## src/design/utf8d_pkg.sv

```systemverilog
// Shared types and constants for the UTF-8 stream decoder.
package utf8d_pkg;

  localparam int unsigned CP_W = 21;

  localparam logic [CP_W-1:0] CP_REPLACEMENT = 21'h00FFFD;
  localparam logic [CP_W-1:0] CP_MAX_SCALAR  = 21'h10FFFF;
  localparam logic [CP_W-1:0] CP_SURR_LO     = 21'h00D800;
  localparam logic [CP_W-1:0] CP_SURR_HI     = 21'h00DFFF;

  localparam logic [7:0] ASCII_MAX = 8'h7F;
  localparam logic [7:0] CONT_LO   = 8'h80;
  localparam logic [7:0] CONT_HI   = 8'hBF;

  // Decoder state held between bytes.
  typedef struct packed {
    logic [1:0]      pending_count;
    logic [2:0]      expected_length;
    logic [CP_W-1:0] partial_value;
    logic [7:0]      next_low_bound;
    logic [7:0]      next_high_bound;
  } seq_state_t;

  // One decoded result.
  typedef struct packed {
    logic [CP_W-1:0] code_point;
    logic            last_of_run;
  } result_t;

  localparam seq_state_t SEQ_IDLE = '{
    pending_count:   2'd0,
    expected_length: 3'd0,
    partial_value:   '0,
    next_low_bound:  CONT_LO,
    next_high_bound: CONT_HI
  };

endpackage

```

## src/design/utf8d_decode.sv

```systemverilog
// Per-byte UTF-8 decode logic with the sequence state registers.
module utf8d_decode (
  input  logic                clk,
  input  logic                rst,
  input  logic                advance,
  input  logic [7:0]          byte_value,
  output logic [1:0]          push_count,
  output utf8d_pkg::result_t  res0,
  output utf8d_pkg::result_t  res1
);

  typedef struct packed {
    logic                  emit;
    logic [20:0]           cp;
    utf8d_pkg::seq_state_t st;
  } fresh_t;

  // Handle a byte with no sequence open.
  function automatic fresh_t fresh_start(input logic [7:0] b);
    fresh_t f;
    f.emit = 1'b0;
    f.cp   = '0;
    f.st   = utf8d_pkg::SEQ_IDLE;
    if (b <= utf8d_pkg::ASCII_MAX) begin
      f.emit = 1'b1;
      f.cp   = {13'd0, b};
    end else if (b inside {[8'hC2:8'hDF]}) begin
      f.st.pending_count   = 2'd1;
      f.st.expected_length = 3'd2;
      f.st.partial_value   = {16'd0, b[4:0]};
    end else if (b inside {[8'hE0:8'hEF]}) begin
      f.st.pending_count   = 2'd1;
      f.st.expected_length = 3'd3;
      f.st.partial_value   = {17'd0, b[3:0]};
      f.st.next_low_bound  = (b == 8'hE0) ? 8'hA0 : utf8d_pkg::CONT_LO;
      f.st.next_high_bound = (b == 8'hED) ? 8'h9F : utf8d_pkg::CONT_HI;
    end else if (b inside {[8'hF0:8'hF4]}) begin
      f.st.pending_count   = 2'd1;
      f.st.expected_length = 3'd4;
      f.st.partial_value   = {18'd0, b[2:0]};
      f.st.next_low_bound  = (b == 8'hF0) ? 8'h90 : utf8d_pkg::CONT_LO;
      f.st.next_high_bound = (b == 8'hF4) ? 8'h8F : utf8d_pkg::CONT_HI;
    end else begin
      f.emit = 1'b1;
      f.cp   = utf8d_pkg::CP_REPLACEMENT;
    end
    return f;
  endfunction

  utf8d_pkg::seq_state_t seq;
  utf8d_pkg::seq_state_t seq_next;

  fresh_t            fr;
  logic              in_bounds;
  logic [1:0]        cnt_inc;
  logic [20:0]       acc;
  logic              complete;
  logic [20:0]       done_cp;

  always_comb begin
    fr        = fresh_start(byte_value);
    in_bounds = (byte_value >= seq.next_low_bound) && (byte_value <= seq.next_high_bound);
    cnt_inc   = seq.pending_count + 2'd1;
    acc       = {seq.partial_value[14:0], byte_value[5:0]};
    // the fourth byte wraps the count to zero
    complete  = (cnt_inc == 2'd0) || ({1'b0, cnt_inc} >= seq.expected_length);
    done_cp   = acc;
    if ((acc > utf8d_pkg::CP_MAX_SCALAR) ||
        ((acc >= utf8d_pkg::CP_SURR_LO) && (acc <= utf8d_pkg::CP_SURR_HI))) begin
      done_cp = utf8d_pkg::CP_REPLACEMENT;
    end

    seq_next   = seq;
    push_count = 2'd0;
    res0       = '{code_point: fr.cp, last_of_run: 1'b1};
    res1       = '{code_point: fr.cp, last_of_run: 1'b1};

    if (seq.pending_count == 2'd0) begin
      seq_next   = fr.st;
      push_count = {1'b0, fr.emit};
    end else if (in_bounds) begin
      if (complete) begin
        seq_next   = utf8d_pkg::SEQ_IDLE;
        push_count = 2'd1;
        res0       = '{code_point: done_cp, last_of_run: 1'b1};
      end else begin
        seq_next.pending_count   = cnt_inc;
        seq_next.partial_value   = acc;
        seq_next.next_low_bound  = utf8d_pkg::CONT_LO;
        seq_next.next_high_bound = utf8d_pkg::CONT_HI;
      end
    end else begin
      // drop the broken sequence, then restart on the same byte
      seq_next   = fr.st;
      push_count = fr.emit ? 2'd2 : 2'd1;
      res0       = '{code_point: utf8d_pkg::CP_REPLACEMENT, last_of_run: ~fr.emit};
    end
  end

  always_ff @(posedge clk) begin
    if (rst) begin
      seq <= utf8d_pkg::SEQ_IDLE;
    end else if (advance) begin
      seq <= seq_next;
    end
  end

endmodule

```

## src/design/utf8d_outq.sv

```systemverilog
// Four-entry result queue that takes up to two results per cycle.
module utf8d_outq (
  input  logic                clk,
  input  logic                rst,
  input  logic [1:0]          push_count,
  input  utf8d_pkg::result_t  res0,
  input  utf8d_pkg::result_t  res1,
  output logic                room,
  output logic                out_valid,
  input  logic                out_stall,
  output logic [20:0]         code_point,
  output logic                last_of_run
);

  utf8d_pkg::result_t entry [4];
  logic [1:0] wr_ptr;
  logic [1:0] rd_ptr;
  logic [2:0] count;
  logic [2:0] count_next;
  logic       pop;
  logic [1:0] wr_ptr1;

  assign out_valid   = (count != 3'd0);
  assign code_point  = entry[rd_ptr].code_point;
  assign last_of_run = entry[rd_ptr].last_of_run;
  assign pop         = out_valid && !out_stall;
  // room for two more results, judged on the registered count
  assign room        = (count <= 3'd2);
  assign wr_ptr1     = wr_ptr + 2'd1;
  assign count_next  = count + {1'b0, push_count} - {2'd0, pop};

  always_ff @(posedge clk) begin
    if (push_count != 2'd0) begin
      entry[wr_ptr] <= res0;
    end
    if (push_count == 2'd2) begin
      entry[wr_ptr1] <= res1;
    end
  end

  always_ff @(posedge clk) begin
    if (rst) begin
      wr_ptr <= 2'd0;
      rd_ptr <= 2'd0;
      count  <= 3'd0;
    end else begin
      wr_ptr <= wr_ptr + push_count;
      if (pop) begin
        rd_ptr <= rd_ptr + 2'd1;
      end
      count <= count_next;
    end
  end

endmodule

```

## src/design/utf8_stream_decoder.sv

```systemverilog
// Top level of the UTF-8 stream decoder: input register, decoder and result queue.
//
// Decodes a UTF-8 byte stream into Unicode code points, one byte per beat on
// the input channel. Bytes 00..7F with no sequence open pass straight through;
// a valid multibyte sequence yields its code point on the beat of its last
// byte, and bytes that only open or extend a sequence yield nothing. Validity
// is strict UTF-8 (overlongs, surrogates and values above 10FFFF are refused
// byte by byte). Each refused maximal subpart yields one U+FFFD; a byte that
// breaks an open sequence is then decoded again as a fresh start, so one
// input beat can give two output beats. last_of_run marks the final result
// of an input byte. Flow: a byte is registered on acceptance, decoded
// combinationally from the input register and written into a four-entry
// result queue, whose registered entries are offered on the output. A new
// byte is taken every cycle as long as the queue holds at most two results;
// the one-result-per-cycle output port, when the receiver does not stall,
// sets the sustained rate when bytes give two results. Both channels use
// valid/stall; in_stall rises when the input register holds a byte that the
// queue has no room for.
module utf8_stream_decoder (
  input  logic        clk,
  input  logic        rst,
  input  logic        in_valid,
  output logic        in_stall,
  input  logic [7:0]  byte_value,
  output logic        out_valid,
  input  logic        out_stall,
  output logic [20:0] code_point,
  output logic        last_of_run
);

  // Input register.
  logic       s1_valid;
  logic [7:0] s1_byte;

  logic               room;
  logic               advance;
  logic [1:0]         push_raw;
  logic [1:0]         push_count;
  utf8d_pkg::result_t res0;
  utf8d_pkg::result_t res1;

  // Advance the held byte into the decoder when the queue can take its results.
  assign advance    = s1_valid && room;
  assign in_stall   = s1_valid && !room;
  assign push_count = advance ? push_raw : 2'd0;

  always_ff @(posedge clk) begin
    if (rst) begin
      s1_valid <= 1'b0;
    end else if (!in_stall) begin
      s1_valid <= in_valid;
    end
  end

  // Hold the byte while stalled; load a new one on every accepted beat.
  always_ff @(posedge clk) begin
    if (in_valid && !in_stall) begin
      s1_byte <= byte_value;
    end
  end

  utf8d_decode u_decode (
    .clk        (clk),
    .rst        (rst),
    .advance    (advance),
    .byte_value (s1_byte),
    .push_count (push_raw),
    .res0       (res0),
    .res1       (res1)
  );

  utf8d_outq u_outq (
    .clk         (clk),
    .rst         (rst),
    .push_count  (push_count),
    .res0        (res0),
    .res1        (res1),
    .room        (room),
    .out_valid   (out_valid),
    .out_stall   (out_stall),
    .code_point  (code_point),
    .last_of_run (last_of_run)
  );

endmodule

```

## config.mk

```make
export PLATFORM = sky130hd
export DESIGN_NAME = utf8_stream_decoder
export DESIGN_NICKNAME = d
export VERILOG_FILES = /design/src/design/utf8d_pkg.sv /design/src/design/utf8d_decode.sv /design/src/design/utf8d_outq.sv /design/src/design/utf8_stream_decoder.sv
export SDC_FILE = /design/constraint.sdc
export NUM_CORES = 1
export LEC_CHECK = 0
export BUFFER_PORTS_ARGS = -buffer_cell sky130_fd_sc_hd__buf_4
export CORE_ASPECT_RATIO = 1.2
export CORE_MARGIN = 5
export CORE_UTILIZATION = 40
export DETAILED_ROUTE_END_ITERATION = 6
export GPL_ROUTABILITY_DRIVEN = 0
export GPL_TIMING_DRIVEN = 0
export PLACE_DENSITY = 0.61
export SYNTH_ARGS = -nofsm -noshare
export SYNTH_HDL_FRONTEND = slang
export SYNTH_SLANG_ARGS = --single-unit
```

## constraint.sdc

```tcl
create_clock -name clk -period 9.7 [get_ports clk]
set_clock_uncertainty 0.15 [all_clocks]
set_input_delay 1.455 -clock clk [delete_from_list [all_inputs] [get_ports clk]]
set_output_delay 1.455 -clock clk [all_outputs]
set_load 0.05 [all_outputs]
```

# After elaboration in Yosys (flattened, before gate mapping)
# Memory sizes are Yosys's and may differ from the RTL's. A register that Yosys moved wholly into a read port is not among the register bits.
# Index checks and enable logic that the tools add are counted.
# totals
register_bits	52
mem_bits_rw	88
in_bits	12
output_inout_bits	24
elab_cells	90
mem_count	1
# memory_table
memory	depth	width	rd	rd_clocked_by_memory_dff	wr	line_no	text
u_outq.entry	4	22	1	1	2	utf8d_outq.sv:15	utf8d_pkg::result_t entry [4];
# classes
add_sub_neg	6
order_cmp	14
n_eq_ne	6
mux	33
bitwise_logic	1
reduce_logical	19
# op_table
op	n
$mux 42	4
$mux 22	7
$mux 41	1
$mux 37	1
$eq 8x8->1 const B	4
$mux 26	1
$ge 8x8->1 const B	3
$le 8x8->1 const B	3
$ge 21x16->1 const B	1
$gt 21x21->1 const B	1
$le 21x16->1 const B	1
$mux 21	1
$mux 6	3
$mux 16	1
$mux 2	7
$logic_and 1x1->1	9
$ge 8x8->1	1
$le 8x7->1 const B	1
$le 8x8->1	1
$add 2x1->2 const B	3
$mux 1	5
$mux 5	1
$logic_not 2->1	2
$add 3x2->3	1
other kinds (13)	16

# Logic depth before layout (Yosys ltp)
# logic_depth
word_depth	13
depth_mapped	14
ltp_nobuf	12

# Hierarchy
# From an unflattened synthesis, not the netlist that was laid out.
# hier_totals
hier_cells	503
hier_area_um2	6756.5
# by_module_without_submodules
mod	n_inst	cells_per_inst	area_each_um2	seq_area_each_um2
utf8d_outq	1	266	4717.0	2822.7
utf8d_decode	1	222	1730.4	480.5
utf8_stream_decoder	1	15	309.0	260.2

# Worst setup path after synthesis
# No wires, ideal clock.
# synth_timing
path_kind	register to register
from	register u_decode.seq[40] in the netlist's numbering
to	memory u_outq.entry[0][10] in the netlist's numbering (enable)
setup_ps	464
t_arrival_ps	3019
t_required_ps	9086
slack_ps	6066
path_stages_with_launch	11
n_path_buf	2
synth_period_minus_slack_ps	3634
cell_sequence	dfxtp_1 -> inv_1 -> ha_1 -> ha_1 -> nor2b_1 -> a2111oi_1 -> o211ai_1 -> clkbuf_1 -> nand2_1 -> clkbuf_1 -> o21ai_0
# synth_rtl
item	line_no	text
start: declaration	utf8d_decode.sv:50	utf8d_pkg::seq_state_t seq;
start signal: assignment	utf8d_decode.sv:102	seq <= utf8d_pkg::SEQ_IDLE;
start signal: assignment	utf8d_decode.sv:104	seq <= seq_next;
end: declaration	utf8d_outq.sv:15	

==> results.cfg <==
[cts]
tritoncts = built
clk_latency_ps = 420
cts_root_buf = clkbuf_16
path_clk_slew_ps = 60
htreeDepth = 4
ctsResizeCount = 0
numCtsBuffers = 17
clock_sinks = 130
cts-hold-fix-buffers = 0
postCtsSetupBuffers = 0
clock_path_buffers = 2

[min_path]
hold_class = register to register
holdCritStartpoint = u_outq.entry[0][17]

[final_layout]
drive_gt1_share_pct = 17.7
syn_to_final_growth_pct = 18.4
stdcell_count = 870
nets = 674
diodes = 0
stdcell_area_mm2 = 0.00757
n_fill_cell = 1443
final_core_util_pct = 48.4

[logic_synthesis]
ys_seq_elements = 130
synthTopCellsByArea = edfxtp_1 34%, dfxtp_1 18%, mux4_2 7.7%
synth_area_per_cell_um2 = 10.8
async_reset_ff_share_pct = 0
synth_common_cells = 72 x edfxtp_1, 68 x nand2_1, 58 x dfxtp_1
yosysWarnings = 0
synth_fp_nets = 619
synth_edf_count = 72
ys_types = 61
synth-seq-area-share_pct = 52.0
netlist_instances = 594
synth_top_area_share_pct = 33.8
syn_area_mm2 = 0.00639
synth_top_cell_by_area = edfxtp_1
synth_flop_cell = edfxtp_1
yosys.cell_count.top_type = edfxtp_1

[timing]
holdWs_ps = 304
finalCritPeriodShare_pct = 47.8
rsz0062_at_grt = false
period_needed_ps = 4640
timing.slew.headroom_pct = 37.8
max_freq_mhz = 216
hold_violations = 0
drv_slew = 0
finalSetupViolCount = 0
tns_ps = 0
fin_ws_ps = 5060
worst_pin_slew_ps = 933

[placed_design]
dp.final_hpwl_um = 12100
dp_slack_ps = 5090
place_area_mm2 = 0.00693
port_buffers = 35
placed_cells = 838

[drt]
drcViolationCount = 0
routed_via_density = 5.72
dr.first_iter.drc_count = 486
antenna_left = 0
vias = 4976
drt_pass1_iterations = 5
wl_per_cell_um = 19.1
drt-total-wl_um = 16700
dr_wl_met2_um = 8710
top_layer_used = met4
wl_met1_um = 6820
dr_wl_met3_um = 801

[grt]
grt_usage_pct = 18.4
antenna_found_initial = 0
grt_pass1_wl_um = 26800
grt_pass1_vias = 4947
grt_start_max_net_pins = 17
grt_overflow = 0

[setup_path]
cp-startpoint = u_decode.seq[40]
crit_path_start_kind = register
criticalPathCategory = register to register
endpoint_kind = register
cp_max_fo = 16
worstPathRequired_ps = 9530
regToRegStartpoint = u_decode.seq[40]
arrival_ps = 4470

[power_and_ir_drop]
total_power_mw = 1.88
p_leak_nw = 2.58
ir_worst_vdd_uv = 149
pwr_density_cell_mw_per_mm2 = 249

[outcome]
status = completed

[floorplan]
dieArea_mm2 = 0.0186
initial_core_util_pct = 40.9
die_h_um = 148
io_pins = 36
rows = 50
core_mm2 = 0.0156
die_x_um = 125

[flow_run]
max_cap_viol_count = 0
## power by group
part	switching (mW)	internal (mW)
clock network	0.240	0.455
logic	0.350	0.182
registers	0.0258	0.632
total	0.616	1.27
## metal layers
layer	track usage [%]	vias up
met2	31.8	180
met3	3.74	27
met4	7.43	0
li1	-	2316
met1	22.4	2453
met5	0	-
## final cells by class
| type | count | area (µm²) | share of cell area [%] |
|---|---|---|---|
| Buffer | 40 | 174 | 2.30 |
| Clock buffer | 18 | 429 | 5.67 |
| Clock inverter | 14 | 210 | 2.78 |
| Inverter | 15 | 56.3 | 0.744 |
| Multi-Input combinational cell | 409 | 2840 | 37.6 |
| Sequential cell | 130 | 3320 | 43.9 |
| Tap cell | 208 | 260 | 3.44 |
| Timing Repair Buffer | 36 | 274 | 3.62 |
## layout by cell type (no fill, tap or decap), types with 3 or more instances in the layout
master	count
and2_1	5
o21bai_1	7
nor2_1	49
clkbuf_1	26
and3_1	3
nor4_1	4
a311oi_1	3
a21oi_1	45
nand3_1	26
clkbuf_16	17
o21ai_0	50
a22o_1	18
a22oi_1	9
dfxtp_1	58
edfxtp_1	72
mux4_2	22
o21a_1	11
buf_1	3
buf_4	36
buf_2	10
nand2_1	68
inv_1	14
o21ai_1	3
nor2b_1	13
nand2b_1	4
o211ai_1	4
ha_1	12
bufinv_16	5
xnor2_1	4
clkinv_4	3
nor2_2	4
o2bb2ai_1	6
## sequential cells by signal (all words and copies together) (netlist names), named ones only
name           cells
u_decode.acc      15
s1_byte            8
u_outq.entry      88
s1_valid           1
u_outq.rd_ptr      2
u_decode.seq       9
u_outq.wr_ptr      2
u_outq.count       3
## logic make-up (layout without fill, tap and decap cells)
| family | count (synthesis) | in the layout | synth area share (%) |
|---|---|---|---|
| AO/OA/AOI/OAI | 178 | 178 | 18.9 |
| XOR/XNOR | 6 | 6 | 0.822 |
| adder cells (fa/ha/maj) | 13 | 13 | 2.66 |
| buffers and inverters | 55 | 123 | 3.60 |
| flip-flops | 130 | 130 | 52.0 |
| multiplexers | 24 | 24 | 8.12 |
| AND/OR/NAND/NOR | 188 | 188 | 13.9 |
## path summary, 6_finish.rpt
check	endpoint	slack [ps]	cells after the start
hold / removal	u_outq.entry[0][17]	300	2
setup reg to reg	u_outq.entry[1][5]	5060	10
hold reg to reg	u_outq.entry[0][17]	300	2
setup / recovery	u_outq.entry[1][5]	5060	10
## worst max-delay path, cell delays in order (launching register included)
cell and delay [ps]:
dfxtp_1 380, inv_1 80, ha_1 330, ha_1 270
nor2b_1 140, a2111oi_1 830, o211ai_1 350, clkbuf_1 320
nand2_1 310, clkbuf_1 420, nand2_1 610
(Power assumes the default switching activity.)
